<file path="config.mk">
export PLATFORM = sky130hd
export DESIGN_NAME = vertical_complementary_filter
export DESIGN_NICKNAME = d
export VERILOG_FILES = /design/src/rtl/vcf_pkg.sv /design/src/rtl/vcf_front.sv /design/src/rtl/vcf_queue.sv /design/src/rtl/vcf_back.sv /design/src/rtl/vertical_complementary_filter.sv
export SDC_FILE = /design/constraint.sdc
export NUM_CORES = 2
export LEC_CHECK = 0
export BUFFER_PORTS_ARGS = -buffer_cell sky130_fd_sc_hd__buf_4
export CAP_MARGIN = 20
export CORE_MARGIN = 2
export CORE_UTILIZATION = 35
export DETAILED_ROUTE_END_ITERATION = 8
export GPL_TIMING_DRIVEN = 0
export PLACE_DENSITY = 0.5
export SKIP_LAST_GASP = 1
export SLEW_MARGIN = 20
export SYNTH_ARGS = -nofsm -noshare
export SYNTH_HDL_FRONTEND = slang
export SYNTH_HIERARCHICAL = 1
export SYNTH_SLANG_ARGS = --single-unit
</file>
<file path="constraint.sdc">
create_clock -name clk -period 10.3 [get_ports clk]
set_input_delay 1.03 -clock clk [delete_from_list [all_inputs] [get_ports clk]]
set_output_delay 1.03 -clock clk [all_outputs]
set_load 0.1 [all_outputs]
</file>
<file path="src/rtl/vcf_pkg.sv">
// Shared types and constants for the vertical complementary filter.
package vcf_pkg;

    localparam int DATA_W    = 32;
    localparam int CFG_W     = 16;
    localparam int CFG_IDX_W = 3;

    // Command queue geometry
    localparam int Q_DEPTH = 2;
    localparam int Q_PTR_W = $clog2(Q_DEPTH);
    localparam int Q_CNT_W = $clog2(Q_DEPTH + 1);

    // Input action codes
    localparam logic ACT_PREDICT = 1'b0;
    localparam logic ACT_FIX     = 1'b1;

    // Configuration register indexes
    typedef enum logic [CFG_IDX_W-1:0] {
        REG_STEP_TIME     = 3'd0,
        REG_STEP_RATE     = 3'd1,
        REG_GAIN_HEIGHT   = 3'd2,
        REG_GAIN_VELOCITY = 3'd3,
        REG_GAIN_BIAS     = 3'd4
    } vcf_reg_t;

    localparam logic [CFG_W-1:0] RST_STEP_TIME     = 16'd328;
    localparam logic [CFG_W-1:0] RST_STEP_RATE     = 16'd200;
    localparam logic [CFG_W-1:0] RST_GAIN_HEIGHT   = 16'd3840;
    localparam logic [CFG_W-1:0] RST_GAIN_VELOCITY = 16'd128;
    localparam logic [CFG_W-1:0] RST_GAIN_BIAS     = 16'd51;

    typedef struct packed {
        logic [CFG_W-1:0] step_time;
        logic [CFG_W-1:0] step_rate;
        logic [CFG_W-1:0] gain_height;
        logic [CFG_W-1:0] gain_velocity;
        logic [CFG_W-1:0] gain_bias;
    } vcf_cfg_t;

    // Classified request: fix or predict, with the one sample it needs
    typedef struct packed {
        logic              fix;
        logic              armed;
        logic [DATA_W-1:0] value;
    } vcf_cmd_t;

endpackage

</file>
<file path="src/rtl/vcf_front.sv">
// Front end: accept input requests and classify them into queue commands.
module vcf_front (
    input  logic                         clk,
    input  logic                         rst_n,
    input  logic                         in_valid,
    output logic                         in_stall,
    input  logic                         action,
    input  logic signed [vcf_pkg::DATA_W-1:0] accel,
    input  logic signed [vcf_pkg::DATA_W-1:0] altitude,
    input  logic                         armed,
    input  logic                         q_full,
    output logic                         push,
    output vcf_pkg::vcf_cmd_t            cmd
);
    import vcf_pkg::*;

    logic     hold_reg;
    logic     hold_next;
    vcf_cmd_t cmd_reg;
    vcf_cmd_t cmd_next;
    logic     accept;

    // Stall only when a held command cannot drain into the queue
    assign in_stall = hold_reg && q_full;
    assign push     = hold_reg && !q_full;
    assign accept   = in_valid && !in_stall;
    assign cmd      = cmd_reg;

    always_comb
    begin
        hold_next = accept || in_stall;
        cmd_next  = cmd_reg;
        if (accept)
        begin
            cmd_next.fix   = (action == ACT_FIX);
            cmd_next.armed = armed;
            cmd_next.value = (action == ACT_FIX) ? altitude : accel;
        end
    end

    always_ff @(posedge clk or negedge rst_n)
    begin
        if (!rst_n)
        begin
            hold_reg <= 1'b0;
        end
        else
        begin
            hold_reg <= hold_next;
        end
    end

    always_ff @(posedge clk)
    begin
        cmd_reg <= cmd_next;
    end

endmodule

</file>
<file path="src/rtl/vcf_queue.sv">
// Short command queue between the front end and the arithmetic back end.
module vcf_queue (
    input  logic              clk,
    input  logic              rst_n,
    input  logic              push,
    input  vcf_pkg::vcf_cmd_t cmd_in,
    output logic              full,
    output logic              valid,
    output vcf_pkg::vcf_cmd_t cmd_out,
    input  logic              pop
);
    import vcf_pkg::*;

    vcf_cmd_t             mem [Q_DEPTH];
    logic [Q_PTR_W-1:0]   wr_ptr_reg;
    logic [Q_PTR_W-1:0]   wr_ptr_next;
    logic [Q_PTR_W-1:0]   rd_ptr_reg;
    logic [Q_PTR_W-1:0]   rd_ptr_next;
    logic [Q_CNT_W-1:0]   count_reg;
    logic [Q_CNT_W-1:0]   count_next;

    assign full    = (count_reg == Q_CNT_W'(Q_DEPTH));
    assign valid   = (count_reg != '0);
    assign cmd_out = mem[rd_ptr_reg];

    always_comb
    begin
        wr_ptr_next = push ? wr_ptr_reg + Q_PTR_W'(1) : wr_ptr_reg;
        rd_ptr_next = pop  ? rd_ptr_reg + Q_PTR_W'(1) : rd_ptr_reg;
        count_next  = count_reg;
        if (push && !pop)
        begin
            count_next = count_reg + Q_CNT_W'(1);
        end
        else if (pop && !push)
        begin
            count_next = count_reg - Q_CNT_W'(1);
        end
    end

    always_ff @(posedge clk or negedge rst_n)
    begin
        if (!rst_n)
        begin
            wr_ptr_reg <= '0;
            rd_ptr_reg <= '0;
            count_reg  <= '0;
        end
        else
        begin
            wr_ptr_reg <= wr_ptr_next;
            rd_ptr_reg <= rd_ptr_next;
            count_reg  <= count_next;
        end
    end

    always_ff @(posedge clk)
    begin
        if (push)
        begin
            mem[wr_ptr_reg] <= cmd_in;
        end
    end

endmodule

</file>
<file path="src/rtl/vcf_back.sv">
// Back end: multiply sequencer that runs the predict and fix updates.
module vcf_back (
    input  logic                              clk,
    input  logic                              rst_n,
    input  vcf_pkg::vcf_cfg_t                 cfg,
    input  logic                              q_valid,
    input  vcf_pkg::vcf_cmd_t                 q_cmd,
    output logic                              pop,
    output logic                              out_valid,
    input  logic                              out_stall,
    output logic signed [vcf_pkg::DATA_W-1:0] velocity,
    output logic signed [vcf_pkg::DATA_W-1:0] height
);
    import vcf_pkg::*;

    localparam int MUL_W  = 33;
    localparam int MULB_W = CFG_W + 1;
    localparam int PROD_W = MUL_W + MULB_W;
    localparam int OPA_W  = 49;
    localparam int SPLIT  = 24;
    localparam int ACC_W  = 66;
    localparam int EXT_W  = ACC_W + 1;
    localparam int REF_W  = 26;
    localparam int BIAS_W = 23;
    localparam int CORR_W = 41;
    localparam int BFV_W  = 42;

    localparam logic signed [EXT_W-1:0] MAX32    = 67'sd2147483647;
    localparam logic signed [EXT_W-1:0] MIN32    = -67'sd2147483648;
    localparam logic signed [EXT_W-1:0] LIM_REF  = 67'sd32768000;
    localparam logic signed [EXT_W-1:0] LIM_BIAS = 67'sd3276800;
    localparam logic signed [EXT_W-1:0] LIM_BT   = 67'sd140737488355328;

    typedef enum logic [2:0] {S_IDLE, S_MUL, S_ACC, S_FIN, S_OUT} state_t;
    typedef enum logic [3:0] {
        OP_PV, OP_PH, OP_REF, OP_FH, OP_FV, OP_BT, OP_BA, OP_H, OP_V
    } op_t;

    function automatic logic signed [DATA_W-1:0] sat32(input logic signed [EXT_W-1:0] x);
        logic signed [DATA_W-1:0] r;
        if (x > MAX32)
        begin
            r = MAX32[DATA_W-1:0];
        end
        else if (x < MIN32)
        begin
            r = MIN32[DATA_W-1:0];
        end
        else
        begin
            r = x[DATA_W-1:0];
        end
        return r;
    endfunction

    function automatic logic signed [EXT_W-1:0] clamp(input logic signed [EXT_W-1:0] x,
                                                      input logic signed [EXT_W-1:0] lim);
        logic signed [EXT_W-1:0] r;
        if (x > lim)
        begin
            r = lim;
        end
        else if (x < -lim)
        begin
            r = -lim;
        end
        else
        begin
            r = x;
        end
        return r;
    endfunction

    state_t                    state_reg, state_next;
    op_t                       op_reg, op_next;
    logic                      hi_reg, hi_next;
    vcf_cmd_t                  cmd_reg, cmd_next;
    logic signed [OPA_W-1:0]   opa_reg, opa_next;
    logic signed [PROD_W-1:0]  prod_reg, prod_next;
    logic signed [ACC_W-1:0]   acc_reg, acc_next;
    logic signed [DATA_W-1:0]  vel_reg, vel_next;
    logic signed [DATA_W-1:0]  hgt_reg, hgt_next;
    logic signed [BIAS_W-1:0]  bias_reg, bias_next;
    logic signed [DATA_W-1:0]  prev_reg, prev_next;
    logic                      pend_reg, pend_next;
    logic signed [REF_W-1:0]   ref_reg, ref_next;
    logic signed [CORR_W-1:0]  fh_reg, fh_next;
    logic signed [CORR_W-1:0]  fv_reg, fv_next;
    logic                      out_valid_reg, out_valid_next;
    logic signed [DATA_W-1:0]  velocity_reg, velocity_next;
    logic signed [DATA_W-1:0]  height_reg, height_next;

    logic                      is_wide;
    logic                      chain;
    logic signed [MUL_W-1:0]   mul_a;
    logic [CFG_W-1:0]          mul_b_u;
    logic signed [MULB_W-1:0]  mul_b;
    logic signed [ACC_W-1:0]   r8, r16, r24;
    logic signed [EXT_W-1:0]   v_sum, h_sum, b_sum;
    logic signed [EXT_W-1:0]   ref_full, bt_full, bias_full;
    logic signed [DATA_W-1:0]  v_sat, h_sat;
    logic signed [DATA_W-1:0]  cmd_value, q_value;
    logic signed [MUL_W-1:0]   alt_h, ref_v, diff_q;
    logic signed [BFV_W-1:0]   bias_fv;

    assign is_wide = (op_reg == OP_BT) || (op_reg == OP_BA) || (op_reg == OP_H)
                     || (op_reg == OP_V);
    assign chain   = is_wide && !hi_reg;

    // Wide operands go through the multiplier as a signed upper and unsigned lower half
    always_comb
    begin
        if (!is_wide)
        begin
            mul_a = opa_reg[MUL_W-1:0];
        end
        else if (hi_reg)
        begin
            mul_a = MUL_W'($signed(opa_reg[OPA_W-1:SPLIT]));
        end
        else
        begin
            mul_a = $signed({{(MUL_W-SPLIT){1'b0}}, opa_reg[SPLIT-1:0]});
        end
    end

    always_comb
    begin
        unique case (op_reg) inside
            OP_REF:  mul_b_u = cfg.step_rate;
            OP_FH:   mul_b_u = cfg.gain_height;
            OP_FV:   mul_b_u = cfg.gain_velocity;
            OP_BT:   mul_b_u = cfg.gain_bias;
            OP_PV, OP_PH, OP_BA, OP_H, OP_V: mul_b_u = cfg.step_time;
            default: mul_b_u = cfg.step_time;
        endcase
    end

    assign mul_b = $signed({1'b0, mul_b_u});

    // Round to nearest, ties upward
    assign r8  = (acc_reg + ACC_W'(128)) >>> 8;
    assign r16 = (acc_reg + ACC_W'(32768)) >>> 16;
    assign r24 = (acc_reg + ACC_W'(8388608)) >>> 24;

    assign v_sum     = EXT_W'(vel_reg) + EXT_W'(r16);
    assign h_sum     = EXT_W'(hgt_reg) + EXT_W'(r16);
    assign b_sum     = EXT_W'(bias_reg) + EXT_W'(r24);
    assign v_sat     = sat32(v_sum);
    assign h_sat     = sat32(h_sum);
    assign ref_full  = clamp(-EXT_W'(acc_reg), LIM_REF);
    assign bt_full   = clamp(EXT_W'(acc_reg), LIM_BT);
    assign bias_full = clamp(b_sum, LIM_BIAS);

    assign cmd_value = $signed(cmd_reg.value);
    assign q_value   = $signed(q_cmd.value);
    assign alt_h     = MUL_W'(cmd_value) - MUL_W'(hgt_reg);
    assign ref_v     = MUL_W'(ref_reg) - MUL_W'(vel_reg);
    assign diff_q    = MUL_W'(q_value) - MUL_W'(prev_reg);
    assign bias_fv   = BFV_W'(bias_reg) + BFV_W'(fv_reg);

    always_comb
    begin
        state_next     = state_reg;
        op_next        = op_reg;
        hi_next        = hi_reg;
        cmd_next       = cmd_reg;
        opa_next       = opa_reg;
        prod_next      = prod_reg;
        acc_next       = acc_reg;
        vel_next       = vel_reg;
        hgt_next       = hgt_reg;
        bias_next      = bias_reg;
        prev_next      = prev_reg;
        pend_next      = pend_reg;
        ref_next       = ref_reg;
        fh_next        = fh_reg;
        fv_next        = fv_reg;
        out_valid_next = out_valid_reg;
        velocity_next  = velocity_reg;
        height_next    = height_reg;
        pop            = 1'b0;

        // Drop the result once the consumer takes it
        if (out_valid_reg && !out_stall)
        begin
            out_valid_next = 1'b0;
        end

        unique case (state_reg)
            S_IDLE:
            begin
                if (q_valid)
                begin
                    pop        = 1'b1;
                    cmd_next   = q_cmd;
                    hi_next    = 1'b0;
                    state_next = S_MUL;
                    if (q_cmd.fix)
                    begin
                        op_next  = OP_REF;
                        opa_next = OPA_W'(diff_q);
                    end
                    else
                    begin
                        op_next  = OP_PV;
                        opa_next = OPA_W'(q_value);
                    end
                end
            end
            S_MUL:
            begin
                prod_next  = mul_a * mul_b;
                state_next = S_ACC;
            end
            S_ACC:
            begin
                acc_next = (chain ? (acc_reg <<< SPLIT) : ACC_W'(0)) + ACC_W'(prod_reg);
                if (is_wide && hi_reg)
                begin
                    hi_next    = 1'b0;
                    state_next = S_MUL;
                end
                else
                begin
                    state_next = S_FIN;
                end
            end
            S_FIN:
            begin
                state_next = S_MUL;
                hi_next    = 1'b0;
                unique case (op_reg)
                    OP_PV:
                    begin
                        vel_next = v_sat;
                        opa_next = OPA_W'(v_sat);
                        op_next  = OP_PH;
                    end
                    OP_PH:
                    begin
                        hgt_next   = h_sat;
                        state_next = S_OUT;
                    end
                    OP_REF:
                    begin
                        ref_next  = $signed(ref_full[REF_W-1:0]);
                        prev_next = cmd_value;
                        opa_next  = OPA_W'(alt_h);
                        op_next   = OP_FH;
                    end
                    OP_FH:
                    begin
                        fh_next  = $signed(r8[CORR_W-1:0]);
                        opa_next = OPA_W'(ref_v);
                        op_next  = OP_FV;
                    end
                    OP_FV:
                    begin
                        fv_next  = $signed(r8[CORR_W-1:0]);
                        opa_next = OPA_W'($signed(r8[CORR_W-1:0]));
                        op_next  = OP_BT;
                        hi_next  = 1'b1;
                    end
                    OP_BT:
                    begin
                        opa_next = $signed(bt_full[OPA_W-1:0]);
                        op_next  = OP_BA;
                        hi_next  = 1'b1;
                    end
                    OP_BA:
                    begin
                        bias_next = $signed(bias_full[BIAS_W-1:0]);
                        opa_next  = OPA_W'(fh_reg);
                        op_next   = OP_H;
                        hi_next   = 1'b1;
                    end
                    OP_H:
                    begin
                        hgt_next = h_sat;
                        opa_next = OPA_W'(bias_fv);
                        op_next  = OP_V;
                        hi_next  = 1'b1;
                    end
                    OP_V:
                    begin
                        vel_next   = v_sat;
                        state_next = S_OUT;
                    end
                    default:
                    begin
                        state_next = S_IDLE;
                    end
                endcase
            end
            S_OUT:
            begin
                if (!out_valid_reg || !out_stall)
                begin
                    out_valid_next = 1'b1;
                    velocity_next  = vel_reg;
                    height_next    = hgt_reg;
                    if (cmd_reg.fix)
                    begin
                        if (pend_reg || !cmd_reg.armed)
                        begin
                            hgt_next = '0;
                        end
                        pend_next = 1'b0;
                    end
                    state_next = S_IDLE;
                end
            end
            default:
            begin
                state_next = S_IDLE;
            end
        endcase
    end

    always_ff @(posedge clk or negedge rst_n)
    begin
        if (!rst_n)
        begin
            state_reg     <= S_IDLE;
            op_reg        <= OP_PV;
            hi_reg        <= 1'b0;
            cmd_reg       <= '0;
            opa_reg       <= '0;
            prod_reg      <= '0;
            acc_reg       <= '0;
            vel_reg       <= '0;
            hgt_reg       <= '0;
            bias_reg      <= '0;
            prev_reg      <= '0;
            pend_reg      <= 1'b1;
            ref_reg       <= '0;
            fh_reg        <= '0;
            fv_reg        <= '0;
            out_valid_reg <= 1'b0;
            velocity_reg  <= '0;
            height_reg    <= '0;
        end
        else
        begin
            state_reg     <= state_next;
            op_reg        <= op_next;
            hi_reg        <= hi_next;
            cmd_reg       <= cmd_next;
            opa_reg       <= opa_next;
            prod_reg      <= prod_next;
            acc_reg       <= acc_next;
            vel_reg       <= vel_next;
            hgt_reg       <= hgt_next;
            bias_reg      <= bias_next;
            prev_reg      <= prev_next;
            pend_reg      <= pend_next;
            ref_reg       <= ref_next;
            fh_reg        <= fh_next;
            fv_reg        <= fv_next;
            out_valid_reg <= out_valid_next;
            velocity_reg  <= velocity_next;
            height_reg    <= height_next;
        end
    end

    assign out_valid = out_valid_reg;
    assign velocity  = velocity_reg;
    assign height    = height_reg;

endmodule

</file>
<file path="src/rtl/vertical_complementary_filter.sv">
// Top level of the vertical complementary filter: config registers and the datapath.
// The back end finishes one request before it pops the next; the single shared
// 33x17 multiplier in the back end sequences every product, two passes for wide ones.
// Reset: rst_n (async, active low) clears estimates, bias and previous altitude,
//   sets the reset-pending flag and loads the register defaults. No clearing pass.
module vertical_complementary_filter (
    input  logic                                 clk,
    input  logic                                 rst_n,
    // Input request channel
    input  logic                                 in_valid,
    output logic                                 in_stall,
    input  logic                                 action,
    input  logic signed [vcf_pkg::DATA_W-1:0]    accel,
    input  logic signed [vcf_pkg::DATA_W-1:0]    altitude,
    input  logic                                 armed,
    // Result channel
    output logic                                 out_valid,
    input  logic                                 out_stall,
    output logic signed [vcf_pkg::DATA_W-1:0]    velocity,
    output logic signed [vcf_pkg::DATA_W-1:0]    height,
    // Configuration write channel
    input  logic                                 cfg_valid,
    output logic                                 cfg_ready,
    input  logic [vcf_pkg::CFG_IDX_W-1:0]        cfg_index,
    input  logic [vcf_pkg::CFG_W-1:0]            cfg_data
);
    import vcf_pkg::*;

    vcf_cfg_t cfg_reg;
    vcf_cfg_t cfg_next;
    logic     cfg_write;

    logic     push;
    logic     pop;
    logic     q_full;
    logic     q_valid;
    vcf_cmd_t front_cmd;
    vcf_cmd_t q_cmd;

    // Configuration must only be written while the filter is idle (not enforced here), so always take it.
    assign cfg_ready = 1'b1;
    assign cfg_write = cfg_valid && cfg_ready;

    // Decode the register index; unknown indexes leave everything unchanged.
    always_comb
    begin
        cfg_next = cfg_reg;
        if (cfg_write)
        begin
            unique case (vcf_reg_t'(cfg_index))
                REG_STEP_TIME:     cfg_next.step_time     = cfg_data;
                REG_STEP_RATE:     cfg_next.step_rate     = cfg_data;
                REG_GAIN_HEIGHT:   cfg_next.gain_height   = cfg_data;
                REG_GAIN_VELOCITY: cfg_next.gain_velocity = cfg_data;
                REG_GAIN_BIAS:     cfg_next.gain_bias     = cfg_data;
                default:           cfg_next               = cfg_reg;
            endcase
        end
    end

    always_ff @(posedge clk or negedge rst_n)
    begin
        if (!rst_n)
        begin
            cfg_reg.step_time     <= RST_STEP_TIME;
            cfg_reg.step_rate     <= RST_STEP_RATE;
            cfg_reg.gain_height   <= RST_GAIN_HEIGHT;
            cfg_reg.gain_velocity <= RST_GAIN_VELOCITY;
            cfg_reg.gain_bias     <= RST_GAIN_BIAS;
        end
        else
        begin
            cfg_reg <= cfg_next;
        end
    end

    // Front end: hold one request, tag it as predict or fix, push it on.
    vcf_front u_front (
        .clk      (clk),
        .rst_n    (rst_n),
        .in_valid (in_valid),
        .in_stall (in_stall),
        .action   (action),
        .accel    (accel),
        .altitude (altitude),
        .armed    (armed),
        .q_full   (q_full),
        .push     (push),
        .cmd      (front_cmd)
    );

    // Two-entry queue lets the front keep taking requests while the back end
    // grinds through a fix or waits on a stalled result.
    vcf_queue u_queue (
        .clk     (clk),
        .rst_n   (rst_n),
        .push    (push),
        .cmd_in  (front_cmd),
        .full    (q_full),
        .valid   (q_valid),
        .cmd_out (q_cmd),
        .pop     (pop)
    );

    // Back end: sequenced multiply/round/saturate steps over the filter state,
    // with the result held in an output register.
    vcf_back u_back (
        .clk       (clk),
        .rst_n     (rst_n),
        .cfg       (cfg_reg),
        .q_valid   (q_valid),
        .q_cmd     (q_cmd),
        .pop       (pop),
        .out_valid (out_valid),
        .out_stall (out_stall),
        .velocity  (velocity),
        .height    (height)
    );

    // The back end never takes a command from an empty queue.
    a_pop_needs_entry: assert property (@(posedge clk) disable iff (!rst_n)
        pop |-> q_valid)
        else $error("back end popped an empty command queue");

    // A full queue always offers a command to the back end.
    a_full_has_entry: assert property (@(posedge clk) disable iff (!rst_n)
        q_full |-> q_valid)
        else $error("queue reports full without a valid entry");

    // The input side only stalls when the queue is backed up.
    a_stall_only_when_full: assert property (@(posedge clk) disable iff (!rst_n)
        in_stall |-> q_full)
        else $error("input stalled while the queue had room");

endmodule

</file>
==> flow_results.org <==
** Synthesis
- Area share of the largest cell type after synthesis :: 0.200
- Summed over all instances, the cell type with the most area after synthesis is sky130_fd_sc_hd__dfrtp_1.
- Commonest cells in the netlist :: 1090 x sky130_fd_sc_hd__nand2_1, 825 x sky130_fd_sc_hd__inv_1, 569 x sky130_fd_sc_hd__dfrtp_1
- Proportion of synthesized flip-flops having asynchronous set or reset :: 0.852
- The share of the Yosys chip area taken by registers is 0.249.
- The mapped netlist covers 71000 um^2.
- Number of nets produced by synthesis :: about 9300
- After synthesis, the largest family of logic cells by area is adder cells.
- After synthesis, the share of cell area in mux cells is 0.0472.
- For this run, the leading register cell type out of synthesis is sky130_fd_sc_hd__dfrtp_1.
- Yosys mapped the design onto 99 distinct sky130hd cell types.
- Post-synth EDFFs :: around 100
- Main area contributors after synthesis :: sky130_fd_sc_hd__dfrtp_1 20%, sky130_fd_sc_hd__fa_1 14%, sky130_fd_sc_hd__ha_1 7.9%
- Synthesized area per cell :: 8.56 um^2
- Of the total synthesized cell area, the portion taken by full adders, half adders and majority gates is 0.223.
- Xor/xnor share of the synthesized area :: 0.0549
- Synthesized instance count :: 8298
- Yosys printed 6 warnings.
- Most frequent cell after synthesis :: sky130_fd_sc_hd__nand2_1
- Post-Synth Simple-Gate Area :: 0.177
- Number of synthesized register bits :: 687
- Post-synthesis compound-gate area fraction :: 0.179

** Clock network
- Clock tree root buffer cell :: sky130_fd_sc_hd__clkbuf_16
- Worst skew pair latency :: 0.78 ns
- TritonCTS built the clock tree.
- Number of clock sinks :: slightly below 700
- Hold Buf Count CTS :: 0
- Level count of the clock H-tree :: 3
- Num CTS Buffers :: 86
- Deepest clock path buffer count :: 3
- Post-CTS clock slew at the launch and capture registers of the worst setup and hold paths :: 0.06 ns

** Floorplan
- Area of the core :: 202000 um^2
- The die is between 400 and 500 um wide.
- Chip height :: 455 um
- Initial Utilization :: 0.352
- 157 I/O pins were placed.
- Row generation in the floorplan step produced approximately 170 rows.
- The die covers 207000 um^2.

** Drt
- Vias per inst :: 5.73
- For this run, the detailed router's first-pass iteration total came to 8.
- For this block, the routed nets add up to 304 mm of wire.
- Number of routed nets with antenna violations :: 0
- Vias post-DR :: 64800
- The first routing iteration left 6416 violations.
- In the routed design, unresolved DRC markers number 0.
- Routed length per placed instance :: 26.8 um

** Setup path
- The critical path in this run is classified as reg2reg.
- Critical path data arrival time :: 11.07 ns
- The worst setup path is captured at a register.
- Of all nets on the critical path, the largest fanout is 10.
- Startpoint kind of the worst setup timing path :: register
- Required time at the worst-slack endpoint :: 10.92 ns

** Finish
- With fillers left out, the area of the finished cells amounts to 79400 um^2.
- Share of cells above drive strength 1 :: 0.0857
- Number of flip-flops in the largest register :: 80
- Layout overhead on the synthesized area :: 11.8%
- For this run, the number of standard cells in the final layout without fillers is ~11000.
- Fillers :: 20800
- The net count of the finished layout is roughly 9600.

** Placed design
- Placer Congestion :: 1.01
- Estimated wirelength of the detail-placed design :: 252 mm
- Summing all placed instances gives a cell area of 76100 um^2.
- The count of buffers added on input and output ports is 155.
- Placed instance count :: 11100

** Timing
- Max transition margin :: 0.188
- For the finished layout, the period the worst path requires is 10.45 ns.
- In the finished design, the share of the clock period the worst path needs comes to 1.01.
- Setup-failing EPs final :: 16
- The final count of pins violating max slew was 0.
- Once routing completed, OpenROAD measured the worst setup slack at -0.150 ns.
- Final Hold Vio Count :: 0
- Peak Freq :: 0.0957 GHz
- Setup repair after global routing left no endpoint under its margin.
- Final clock skew :: 0.0947 ns
- In the final timing run, aggregate negative setup slack is -1.29 ns.
- Least-Margin Pin Slew :: ~1.2 ns

** Outcome
- Result of the run :: complete, but fails checks
- Violated checks :: setup timing

** Run
- Maxcap violations :: 0

** Global routing
- The number of global-route vias before repair came to ~63000.
- Overall overflow remaining after global route :: 0
- The initial antenna violation count is 18.
- The first global-routing pass estimated 441 mm of wire.
- Across every metal layer, demand over resource in global routing totals 0.290.
- Entering global routing, the biggest net connects 88 pins.

** Hold path
- Hold crit path type :: in2async
[per-layer routing]
metal  wire length, um  GRT usage  vias to the layer above
met3             21600     0.0446                      462
li1                  -          -                    29300
met2            131000      0.438                     2444
met5                58          0                        -
met4             13700      0.114                       10
met1            138000      0.414                    32600
[final cells by class]
class / count / area, um^2 / area share
clock inverter: 52 / 751 / 0.00946
inverter: 827 / 3100 / 0.0391
tap: 2672 / 3340 / 0.0421
antenna: 2 / 5.00 / 0.0000630
timing repair buffer: 187 / 1650 / 0.0208
sequential: 687 / 17700 / 0.223
multi-input combinational: 6340 / 48600 / 0.612
buffer: 443 / 1880 / 0.0237
clock buffer: 109 / 2360 / 0.0297
[through the flow]
stage / hold WS (ns) / setup WS (ns) / utilization
after floorplan: 0.421 / 1.98 / -
after global placement: 0.423 / -1.66 / 0.374
after detailed placement: 0.430 / -0.685 / 0.377
after CTS: 0.156 / 0.00345 / 0.392
after global routing: 0.210 / 0.0111 / 0.393
final: 0.205 / -0.150 / 0.393
[final timing paths]
check / from / to / slack, ns / depth (start not counted)
max in group asynchronous: rst_n / u_back/prod_reg[45] / 8.52 / 4
min reg2reg: u_front/cmd[13] / u_queue/mem[1][13] / 0.43 / 0
max: u_back/acc_reg[27] / u_back/opa_reg[7] / -0.15 / 24
min in group clk: u_front/cmd[13] / u_queue/mem[1][13] / 0.43 / 0
max reg2reg: u_back/acc_reg[27] / u_back/opa_reg[7] / -0.15 / 24
min: rst_n / u_back/height[2] / 0.20 / 1
[worst max-delay path: stages, from the launching register on]
cell	delay, ns
sky130_fd_sc_hd__dfrtp_1	0.32
sky130_fd_sc_hd__clkbuf_1	0.32
sky130_fd_sc_hd__clkbuf_1	0.90
sky130_fd_sc_hd__nand4_1	0.61
sky130_fd_sc_hd__nor4_1	1.11
sky130_fd_sc_hd__nand2_1	0.30
sky130_fd_sc_hd__nor2_1	0.38
sky130_fd_sc_hd__nand4_1	0.16
sky130_fd_sc_hd__xnor2_1	0.89
sky130_fd_sc_hd__ha_1	0.25
sky130_fd_sc_hd__clkbuf_1	0.37
sky130_fd_sc_hd__a21oi_1	0.17
sky130_fd_sc_hd__o21ai_0	0.52
sky130_fd_sc_hd__nor2_1	0.17
sky130_fd_sc_hd__nand2b_1	0.14
sky130_fd_sc_hd__a211oi_1	0.07
sky130_fd_sc_hd__o21a_1	0.25
sky130_fd_sc_hd__mux2i_2	0.69
sky130_fd_sc_hd__clkbuf_1	0.90
sky130_fd_sc_hd__inv_1	0.16
sky130_fd_sc_hd__a31oi_2	0.29
sky130_fd_sc_hd__buf_6	0.24
sky130_fd_sc_hd__clkbuf_1	0.43
sky130_fd_sc_hd__nor2_1	0.33
sky130_fd_sc_hd__o21ai_0	0.25
[cells in the final DEF (no fill, tap or decap), drive strengths merged, types with 34 or more instances in the layout]
cell type,n
nor2b,46
ha,447
o211ai,73
edfxtp,102
mux2,217
dfrtp,569
o21ai,582
o21a,69
a211oi,59
a22oi,65
clkbuf,501
nand3,165
o21bai,47
buf,237
nand4,144
a221o,43
a221oi,42
nor4,77
a31oi,63
mux2i,69
nand2b,72
or3,44
nand2,1091
inv,830
and2,103
a21o,186
o31ai,40
xor2,189
fa,511
a21oi,425
or2,34
o22ai,40
xnor2,256
and3,60
nor2,569
clkinv,35
nor3,147
[logic make-up (layout without fill, tap and decap cells)]
family,Yosys count,after routing
AO/OA/AOI/OAI,1976,1976
XOR/XNOR,445,445
AND/OR/NAND/NOR,2674,2674
other,1,3
flip-flops,687,687
buffers and inverters,1271,1618
adder cells (fa/ha/maj),958,958
multiplexers,286,286
[repair_timing]
action,CTS,global route
endpoints found under the hold margin,0,0
setup endpoints to repair,17,14
gates cloned,0,0
buffers inserted,0,7
gates resized for setup,16,32
Power is left out: the tool's default activity adds up to more than one toggle a clock period on the data nets, which glitch-free logic cannot reach.
